`src/rtl/core/sha1bh_pkg.sv`:
```
// ----------------------------------------------------------------------------
// sha1bh_pkg
// Types and constants shared by the SHA-1 byte stream hasher.
// ----------------------------------------------------------------------------
`default_nettype none

package sha1bh_pkg;

  localparam int unsigned NumChain  = 5;
  localparam int unsigned NumWords  = 16;
  localparam int unsigned NumRounds = 80;

  localparam logic [31:0] H0 = 32'h6745_2301;
  localparam logic [31:0] H1 = 32'hefcd_ab89;
  localparam logic [31:0] H2 = 32'h98ba_dcfe;
  localparam logic [31:0] H3 = 32'h1032_5476;
  localparam logic [31:0] H4 = 32'hc3d2_e1f0;

  localparam logic [31:0] K0 = 32'h5A82_7999;
  localparam logic [31:0] K1 = 32'h6ED9_EBA1;
  localparam logic [31:0] K2 = 32'h8F1B_BCDC;
  localparam logic [31:0] K3 = 32'hCA62_C1D6;

  localparam logic [7:0] PadByte  = 8'h80;
  // Highest pending byte count that still leaves room for the length words.
  localparam logic [5:0] PadLimit = 6'd55;

  typedef struct packed {
    logic [7:0] data_byte;
    logic       byte_present;
    logic       end_of_message;
  } in_req_t;

  typedef struct packed {
    logic [31:0] digest_word;
    logic [2:0]  word_index;
    logic        last_word;
  } out_rsp_t;

  typedef enum logic [2:0] {
    StIdle,
    StRound,
    StAdd,
    StPad,
    StLen,
    StOut
  } state_e;

endpackage

`default_nettype wire

```
`src/rtl/core/sha1_byte_stream_hasher.sv`:
```
// ----------------------------------------------------------------------------
// sha1_byte_stream_hasher
// SHA-1 over a byte stream, one round per cycle on a shared round unit.
// ----------------------------------------------------------------------------
// Usage:
//   The input channel (in_valid_i / in_ready_o / in_req_i) takes one request
//   per message byte; byte_present marks a real byte and end_of_message closes
//   the message. The output channel (out_valid_o / out_ready_i / out_rsp_o)
//   returns the five digest words, word 0 first, last_word set on word 4.
//   A byte that does not fill the block is taken in the idle state. A byte that
//   fills the 64-byte block starts the 80 rounds of the single round unit,
//   then the chaining add. A closing request runs a pad step, a length step
//   and a compression (one more compression between pad and length if more
//   than 55 bytes are pending), then 5 output words at one per cycle when not
//   stalled.
//   in_ready_o is high only while idle. While the receiver stalls the current
//   digest word holds and nothing else advances.
//   Reset loads the SHA-1 initial chaining values, clears the block and the
//   byte counter; the same happens after the fifth digest word is taken.
// ----------------------------------------------------------------------------
`default_nettype none

module sha1_byte_stream_hasher (
  input  wire                   clk_i,
  input  wire                   rst_ni,
  input  wire                   in_valid_i,
  output logic                  in_ready_o,
  input  sha1bh_pkg::in_req_t   in_req_i,
  output logic                  out_valid_o,
  input  wire                   out_ready_i,
  output sha1bh_pkg::out_rsp_t  out_rsp_o
);

  sha1bh_pkg::state_e state_q, state_d;
  sha1bh_pkg::state_e ret_q, ret_d;

  logic [31:0] chain_q [sha1bh_pkg::NumChain];
  logic [31:0] chain_d [sha1bh_pkg::NumChain];
  logic [31:0] w_q [sha1bh_pkg::NumWords];
  logic [31:0] w_d [sha1bh_pkg::NumWords];
  logic [31:0] a_q, b_q, c_q, d_q, e_q;
  logic [31:0] a_d, b_d, c_d, d_d, e_d;
  logic [63:0] cnt_q, cnt_d;
  logic [6:0]  rnd_q, rnd_d;
  logic [2:0]  idx_q, idx_d;

  logic [5:0]  pos;
  logic [5:0]  cnt_next_low;
  logic [4:0]  lane_sh;
  logic [31:0] wx, wt, f, k, tmp;
  logic [63:0] bits;

  assign pos     = cnt_q[5:0];
  assign lane_sh = {~pos[1:0], 3'b000};
  assign bits    = {cnt_q[60:0], 3'b000};
  assign cnt_next_low = pos + 6'd1;

  // Round unit: message schedule tap, round function, five-operand add.
  always_comb begin
    wx = w_q[13] ^ w_q[8] ^ w_q[2] ^ w_q[0];
    wt = (rnd_q < 7'd16) ? w_q[0] : {wx[30:0], wx[31]};
    if (rnd_q < 7'd20) begin
      f = d_q ^ (b_q & (c_q ^ d_q));
      k = sha1bh_pkg::K0;
    end else if (rnd_q < 7'd40) begin
      f = b_q ^ c_q ^ d_q;
      k = sha1bh_pkg::K1;
    end else if (rnd_q < 7'd60) begin
      f = (b_q & c_q) | (d_q & (b_q | c_q));
      k = sha1bh_pkg::K2;
    end else begin
      f = b_q ^ c_q ^ d_q;
      k = sha1bh_pkg::K3;
    end
    tmp = {a_q[26:0], a_q[31:27]} + f + e_q + wt + k;
  end

  always_comb begin
    state_d = state_q;
    ret_d   = ret_q;
    chain_d = chain_q;
    w_d     = w_q;
    a_d     = a_q;
    b_d     = b_q;
    c_d     = c_q;
    d_d     = d_q;
    e_d     = e_q;
    cnt_d   = cnt_q;
    rnd_d   = rnd_q;
    idx_d   = idx_q;
    in_ready_o  = 1'b0;
    out_valid_o = 1'b0;

    case (state_q)
      sha1bh_pkg::StIdle: begin
        in_ready_o = 1'b1;
        if (in_valid_i) begin
          if (in_req_i.byte_present) begin
            w_d[pos[5:2]][lane_sh +: 8] = in_req_i.data_byte;
            cnt_d = cnt_q + 64'd1;
          end
          if (in_req_i.byte_present && (cnt_next_low == 6'd0)) begin
            // block full: compress, then close or go back to idle
            state_d = sha1bh_pkg::StRound;
            ret_d   = in_req_i.end_of_message ? sha1bh_pkg::StPad : sha1bh_pkg::StIdle;
          end else if (in_req_i.end_of_message) begin
            state_d = sha1bh_pkg::StPad;
          end
          a_d   = chain_q[0];
          b_d   = chain_q[1];
          c_d   = chain_q[2];
          d_d   = chain_q[3];
          e_d   = chain_q[4];
          rnd_d = 7'd0;
        end
      end

      sha1bh_pkg::StPad: begin
        // later bytes are already zero since the block was cleared
        w_d[pos[5:2]][lane_sh +: 8] = sha1bh_pkg::PadByte;
        a_d   = chain_q[0];
        b_d   = chain_q[1];
        c_d   = chain_q[2];
        d_d   = chain_q[3];
        e_d   = chain_q[4];
        rnd_d = 7'd0;
        if (pos > sha1bh_pkg::PadLimit) begin
          state_d = sha1bh_pkg::StRound;
          ret_d   = sha1bh_pkg::StLen;
        end else begin
          state_d = sha1bh_pkg::StLen;
        end
      end

      sha1bh_pkg::StLen: begin
        w_d[14] = bits[63:32];
        w_d[15] = bits[31:0];
        a_d     = chain_q[0];
        b_d     = chain_q[1];
        c_d     = chain_q[2];
        d_d     = chain_q[3];
        e_d     = chain_q[4];
        rnd_d   = 7'd0;
        state_d = sha1bh_pkg::StRound;
        ret_d   = sha1bh_pkg::StOut;
      end

      sha1bh_pkg::StRound: begin
        for (int i = 0; i < sha1bh_pkg::NumWords - 1; i++) begin
          w_d[i] = w_q[i+1];
        end
        w_d[sha1bh_pkg::NumWords-1] = wt;
        e_d   = d_q;
        d_d   = c_q;
        c_d   = {b_q[1:0], b_q[31:2]};
        b_d   = a_q;
        a_d   = tmp;
        rnd_d = rnd_q + 7'd1;
        if (rnd_q == 7'(sha1bh_pkg::NumRounds - 1)) begin
          state_d = sha1bh_pkg::StAdd;
        end
      end

      sha1bh_pkg::StAdd: begin
        chain_d[0] = chain_q[0] + a_q;
        chain_d[1] = chain_q[1] + b_q;
        chain_d[2] = chain_q[2] + c_q;
        chain_d[3] = chain_q[3] + d_q;
        chain_d[4] = chain_q[4] + e_q;
        for (int i = 0; i < sha1bh_pkg::NumWords; i++) begin
          w_d[i] = '0;
        end
        idx_d   = 3'd0;
        state_d = ret_q;
      end

      sha1bh_pkg::StOut: begin
        out_valid_o = 1'b1;
        if (out_ready_i) begin
          idx_d = idx_q + 3'd1;
          if (idx_q == 3'(sha1bh_pkg::NumChain - 1)) begin
            // digest delivered: start the next message from scratch
            chain_d[0] = sha1bh_pkg::H0;
            chain_d[1] = sha1bh_pkg::H1;
            chain_d[2] = sha1bh_pkg::H2;
            chain_d[3] = sha1bh_pkg::H3;
            chain_d[4] = sha1bh_pkg::H4;
            cnt_d      = '0;
            idx_d      = 3'd0;
            state_d    = sha1bh_pkg::StIdle;
          end
        end
      end

      default: begin
        state_d = sha1bh_pkg::StIdle;
      end
    endcase
  end

  always_comb begin
    out_rsp_o.digest_word = chain_q[idx_q];
    out_rsp_o.word_index  = idx_q;
    out_rsp_o.last_word   = (idx_q == 3'(sha1bh_pkg::NumChain - 1));
  end

  always_ff @(posedge clk_i or negedge rst_ni) begin
    if (!rst_ni) begin
      state_q    <= sha1bh_pkg::StIdle;
      ret_q      <= sha1bh_pkg::StIdle;
      chain_q[0] <= sha1bh_pkg::H0;
      chain_q[1] <= sha1bh_pkg::H1;
      chain_q[2] <= sha1bh_pkg::H2;
      chain_q[3] <= sha1bh_pkg::H3;
      chain_q[4] <= sha1bh_pkg::H4;
      for (int i = 0; i < sha1bh_pkg::NumWords; i++) begin
        w_q[i] <= '0;
      end
      cnt_q      <= '0;
      rnd_q      <= '0;
      idx_q      <= '0;
    end else begin
      state_q <= state_d;
      ret_q   <= ret_d;
      chain_q <= chain_d;
      w_q     <= w_d;
      cnt_q   <= cnt_d;
      rnd_q   <= rnd_d;
      idx_q   <= idx_d;
    end
  end

  // Working variables carry no reset; they are loaded before each compression.
  always_ff @(posedge clk_i) begin
    a_q <= a_d;
    b_q <= b_d;
    c_q <= c_d;
    d_q <= d_d;
    e_q <= e_d;
  end

endmodule

`default_nettype wire
```
`config.mk`:
```
export PLATFORM = sky130hd
export DESIGN_NAME = sha1_byte_stream_hasher
export DESIGN_NICKNAME = d
export VERILOG_FILES = /design/src/rtl/core/sha1bh_pkg.sv /design/src/rtl/core/sha1_byte_stream_hasher.sv
export SDC_FILE = /design/constraint.sdc
export NUM_CORES = 2
export LEC_CHECK = 0
export BUFFER_PORTS_ARGS = -buffer_cell sky130_fd_sc_hd__buf_2
export CORE_MARGIN = 3
export CORE_UTILIZATION = 45
export CTS_CLUSTER_DIAMETER = 50
export DETAILED_ROUTE_END_ITERATION = 6
export PLACE_DENSITY = 0.56
export SLEW_MARGIN = 20
export SYNTH_ARGS = -nofsm -noshare
export SYNTH_HDL_FRONTEND = slang
export SYNTH_SLANG_ARGS = --single-unit
```
`constraint.sdc`:
```
create_clock -name clk_i -period 8.1 [get_ports clk_i]
set_clock_uncertainty 0.2 [all_clocks]
set_input_delay 1.215 -clock clk_i [delete_from_list [all_inputs] [get_ports clk_i]]
set_output_delay 1.215 -clock clk_i [all_outputs]
set_load 0.05 [all_outputs]
```
After elaboration in Yosys (flattened, before gate mapping)
Index checks and enable logic that the tools add are counted.
{"block": "totals", "regBits": 912, "elab_cells": 161, "out_inout_bits": 38, "inputBits": 14}
{"block": "op_classes", "muxes": 56, "n_reduce_logical": 19, "n_addsub": 14, "shifts": 3, "n_eq_ne": 15, "n_bitwise": 15, "magnitude_cmp": 8}
{"op": "448-bit case mux with 4 select lines", "count": 1}
{"op": "512-bit bitwise mux", "count": 2}
{"op": "512-bit 2-to-1 mux", "count": 2}
{"op": "32-bit case mux with 3 select lines", "count": 5}
{"op": "32-bit 2-to-1 mux", "count": 14}
{"op": "160-bit 2-to-1 mux", "count": 2}
{"op": "160-bit case mux with 2 select lines", "count": 1}
{"op": "64-bit case mux with 5 select lines", "count": 1}
{"op": "32-bit adder", "count": 9}
{"op": "64-bit 2-to-1 mux", "count": 4}
{"op": "32-bit XOR", "count": 7}
{"op": "32-bit demux with 4-bit select", "count": 1}
{"op": "64-bit case mux with 2 select lines", "count": 1}
{"op": "32-bit AND", "count": 3}
{"op": "32-bit binary-select mux with 3-bit select", "count": 1}
{"op": "64-bit by 1-bit adder with 64-bit output, second input constant", "count": 1}
{"op": "32-bit OR", "count": 2}
{"op": "3-bit 2-to-1 mux", "count": 12}
{"op": "8-bit by 7-bit variable shift with 32-bit output, first input constant", "count": 1}
{"op": "8-bit by 7-bit indexed part select with 32-bit output", "count": 1}
{"op": "8-bit by 7-bit indexed part select with 32-bit output, first input constant", "count": 1}
{"op": "31-bit 2-to-1 mux", "count": 1}
{"op": "7-bit case mux with 3 select lines", "count": 1}
{"op": "3-bit case mux with 6 select lines", "count": 1}
{"op": "36 further kinds", "count": 55}

Longest topological paths before layout
{"block": "depth", "word_depth": 11, "depth_mapped": 25, "ltp_nobuf": 23}

Worst setup path after synthesis
No wires, ideal clock.
{"block": "synth_timing", "path_type": "register to register", "from": "register rnd_q[4]", "to": "register a_q[30], data pin", "slack_ns": 1.944, "stages_incl_launch_ff": 23, "path_buffers": 3, "required_ns": 7.633, "synth_period_minus_slack_ns": 6.156, "setup_time_ns": 0.267, "t_arrival_ns": 5.690, "path_cell_list": "dfrtp_1 -> clkbuf_1 -> nor3_1 -> clkbuf_1 -> clkbuf_1 -> nand2_1 -> o21ai_0 -> fa_1 -> fa_1 -> inv_1 -> fa_1 -> inv_1 -> ha_1 -> a211oi_1 -> o211a_1 -> o31ai_1 -> o32a_1 -> a41oi_1 -> nand2b_1 -> and3_1 -> a311oi_1 -> xor2_1 -> o21ai_0"}
{"block": "synth_between", "elab_chain_cells": 9, "word_cells_on_any_way": 16, "cone_classes": "add/sub: 4; order compare: 4; mux: 8"}
{"item": "start, declared", "line": "sha1_byte_stream_hasher.sv:44", "text": "logic [6:0] rnd_q, rnd_d;"}
{"item": "start signal, assigned", "line": "sha1_byte_stream_hasher.sv:228", "text": "rnd_q <= rnd_d;"}
{"item": "7-bit by 6-bit less-than comparator with 1-bit output", "line": "sha1_byte_stream_hasher.sv:68", "text": "end else if (rnd_q < 7'd60) begin"}
{"item": "32-bit 2-to-1 mux", "line": "sha1_byte_stream_hasher.sv:68"}
{"item": "32-bit 2-to-1 mux", "line": "sha1_byte_stream_hasher.sv:65", "text": "end else if (rnd_q < 7'd40) begin"}
{"item": "32-bit 2-to-1 mux", "line": "sha1_byte_stream_hasher.sv:62", "text": "if (rnd_q < 7'd20) begin"}
{"item": "32-bit adder (3 in a row)", "line": "sha1_byte_stream_hasher.sv:75", "text": "tmp = {a_q[26:0], a_q[31:27]} + f + e_q + wt + k;"}
{"item": "32-bit adder *", "line": "sha1_byte_stream_hasher.sv:75"}
{"item": "32-bit case mux with 3 select lines *", "line": "sha1_byte_stream_hasher.sv:94", "text": "case (state_q)"}
{"item": "via a_d[30]", "line": "sha1_byte_stream_hasher.sv:42", "text": "logic [31:0] a_d, b_d, c_d, d_d, e_d;"}
{"item": "end signal, assigned", "line": "sha1_byte_stream_hasher.sv:235", "text": "a_q <= a_d;"}
{"item": "end, declared", "line": "sha1_byte_stream_hasher.sv:41", "text": "logic [31:0] a_q, b_q, c_q, d_q, e_q;"}
The timed path passes the listed nets; every way through them passes the cells marked *.
A chain may end at the register's enable or synchronous reset.

Worst setup path in the final report
Same ends and word-level chain as after synthesis.

==> impl_metrics.py <==
metrics = {
    "setup_path": {
        "arrival_ps": 6940,
        "crit_type": "reg2reg",
        "r2r-end": "a_q[30]$_DFFE_PP_",
        "worstPathMaxFanout": 17,
        "r2r_start": "rnd_q[4]$_DFFE_PN0P_",
        "crit_path_end_kind": "register",
        "ff2ff_setup_slack_ps": 1430,
        "crit_required_ps": 8370,
        "crit_path_start_kind": "register",
        "rr_worst_depth": 23,
    },
    "floorplanning": {
        "rows": 130,
        "pin_count": 52,
        "die_h_um": 364,
        "fp.coreArea_sq_mm": 0.126,
        "die_w_um": 364,
        "start_util": 0.456,
        "dieArea_sq_mm": 0.132,
    },
    "route": {
        "drt-pass1-iter-count": 6,
        "antenna_left": 0,
        "wl_per_cell_um": 25.3,
        "vias_per_cell": 6.22,
        "vias": 51400,
        "postRouteWirelength_um": 209000,
        "drc": 0,
        "drt_iter0_markers": 5474,
    },
    "place": {
        "finalWeightedCongestion": 0.910,
        "portBuffers": 51,
        "hpwlAfterDp_um": 145000,
    },
    "sta": {
        "finalHoldViolations": 0,
        "worstMarginPinSlew_ps": 1200,
        "drv_slew": 0,
        "post-route-min-period_ps": 6670,
        "maxSlewHeadroom": 0.193,
        "finalSetupTns_ps": 0,
        "rsz0062_at_grt": "no",
        "max_freq_ghz": 0.150,
        "finalSetupViolCount": 0,
        "period_share": 0.823,
    },
    "yosys": {
        "synth_area_sq_mm": 0.0575,
        "synth_nets": 6899,
        "yosys_most_used_dff": "dfrtp_1",
        "postSynthCellCount": 6561,
        "synth_top_area_share": 0.291,
        "syn_area_per_cell_sq_um": 8.77,
        "synthTopCellsByArea": "dfrtp_1 29%, nand2_1 8.5%, edfxtp_1 8.4%",
        "synth_top_area_cell": "dfrtp_1",
        "synth_edf_count": 160,
        "ys_seq_area_frac": 0.411,
        "ys.warnings.count": 0,
        "ys_async_sr_fraction": 0.824,
        "yosysUniqueCellTypes": 87,
        "ys_ff_latch": 909,
    },
    "finish": {
        "finalNetCount": 6841,
        "mostFrequentLayoutCells": "1298 x nand2_1, 954 x o21ai_0, 666 x dfrtp_1, 412 x nor2_1, 370 x a21oi_1",
        "area_growth_pct": 11.8,
        "fillers": 11900,
        "drive_gt1_frac": 0.0792,
        "layout_commonest_cell": "nand2_1",
        "fin_util": 0.510,
        "seqCellArea_sq_mm": 0.0237,
        "multi_input_area_sq_mm": 0.0320,
    },
    "job": {
        "cap_viol_max_count": 0,
    },
    "cts": {
        "hold_buffers": 0,
        "cts_buffer_depth": 3,
        "cts.sinks": 909,
        "insertion_delay_ps": 770,
        "ctsHtreeMaxLevel": 4,
        "root_buffer": "clkbuf_16",
        "post_cts_buffers": 0,
        "cts_inserted_buffers": 140,
        "path_clk_slew_ps": 60,
        "cts_tree": "done",
        "cts_resized": 0,
    },
    "global_route": {
        "track_usage": 0.314,
        "grt_max_degree": 185,
        "grt_pass1_vias": 50200,
        "antenna_found_initial": 4,
        "grt_overflow_total": 0,
        "grt_first_pass_wirelength_um": 318000,
    },
    "outcome": {
        "status": "finished, final reports clean",
    },
    "min_path": {
        "hp-class": "reg2reg",
        "min_path_cells": 2,
    },
}
[synth_stat cells (22+ instances only)]
library cell	instances
dfstp_2	80
nand2b_1	47
xor2_1	113
o22a_1	41
a222oi_1	22
nand4_1	25
o21a_1	26
a31oi_1	42
a221oi_1	28
and2_1	67
nor3_1	57
ha_1	199
mux4_2	32
xnor2_1	178
a22o_1	151
nand3_1	72
nand2_1	1300
nor2b_1	22
edfxtp_1	160
inv_1	225
a21o_1	132
o31ai_1	24
o21ai_0	955
a22oi_1	250
fa_1	125
a21oi_1	370
clkbuf_1	303
and3_1	31
dfrtp_1	669
mux2i_1	37
o21ai_1	43
o211ai_1	43
nor2_1	427
or3_1	29
[area by class of cell]
| type | count | share of cell area |
|---|---|---|
| multi-input combinational | 5101 | 0.497 |
| sequential | 909 | 0.368 |
| tap | 1650 | 0.0321 |
| clock inverter | 74 | 0.0143 |
| inverter | 227 | 0.0133 |
| clock buffer | 179 | 0.0616 |
| timing repair buffer | 124 | 0.0140 |
| antenna | 1 | 0.0000389 |
[worst max path at each step]
stage	from	end	slack (ps)	depth (start not counted)
after floorplan	rnd_q[4]$_DFFE_PN0P_	a_q[30]$_DFFE_PP_	1940	22
after global placement	rnd_q[4]$_DFFE_PN0P_	a_q[30]$_DFFE_PP_	1680	23
after detailed placement	rnd_q[4]$_DFFE_PN0P_	a_q[30]$_DFFE_PP_	1540	23
after CTS	rnd_q[4]$_DFFE_PN0P_	a_q[30]$_DFFE_PP_	1510	23
after global routing	rnd_q[4]$_DFFE_PN0P_	a_q[30]$_DFFE_PP_	1080	23
final	rnd_q[4]$_DFFE_PN0P_	a_q[30]$_DFFE_PP_	1430	23
[metal layers]
layer	part of all wire	GRT usage	vias to the layer above	routed length [um]
met5	0.000062	0	-	13
met4	0.040	0.120	2	8460
met3	0.065	0.0454	424	13500
met2	0.46	0.500	1946	95800
met1	0.44	0.435	25700	91400
li1	-	-	23400	-
[stage by stage]
stage / hold slack [ps] / instances / instance area [sq um] / setup WS (ps)
global route: 300 / 8265 / 64300 / 1080
floorplan: 245 / 6561 / 57500 / 1940
finish: 279 / 8265 / 64300 / 1430
detailed placement: 269 / 8011 / 59500 / 1540
global placement: 262 / 8011 / 59500 / 1680
CTS: 280 / 8264 / 64300 / 1510
[critical path, cell delays in order, from the launching register on]
cell and delay, ps:
dfrtp_1 470, and4_1 270, nor2_1 50, buf_4 190
nand2_1 70, buf_4 280, inv_1 110, nor2_2 350
inv_1 410, o221ai_1 310, fa_1 450, inv_1 80
fa_1 430, ha_1 430, and4_1 290, a41oi_1 310
nand2_1 80, o32a_1 360, a41oi_1 330, nand2b_1 90
and3_1 190, a311oi_1 320, xor2_1 180, o21ai_0 90
[logic make-up (layout without fill, tap and decap cells)]
| logic type | Yosys count | in the layout | share of synthesized area |
|---|---|---|---|
| simple gates | 2127 | 2127 | 0.155 |
| flops | 909 | 909 | 0.411 |
| compound gates | 2287 | 2287 | 0.247 |
| xor+xnor | 291 | 291 | 0.0443 |
| fa+ha+maj | 324 | 324 | 0.0868 |
| buf+inv | 551 | 604 | 0.0361 |
| mux | 72 | 72 | 0.0196 |
| other cells | 0 | 1 | 0 |
Power is left out: the tool's default activity adds up to more than one toggle a clock period on the data nets, which glitch-free logic cannot reach.
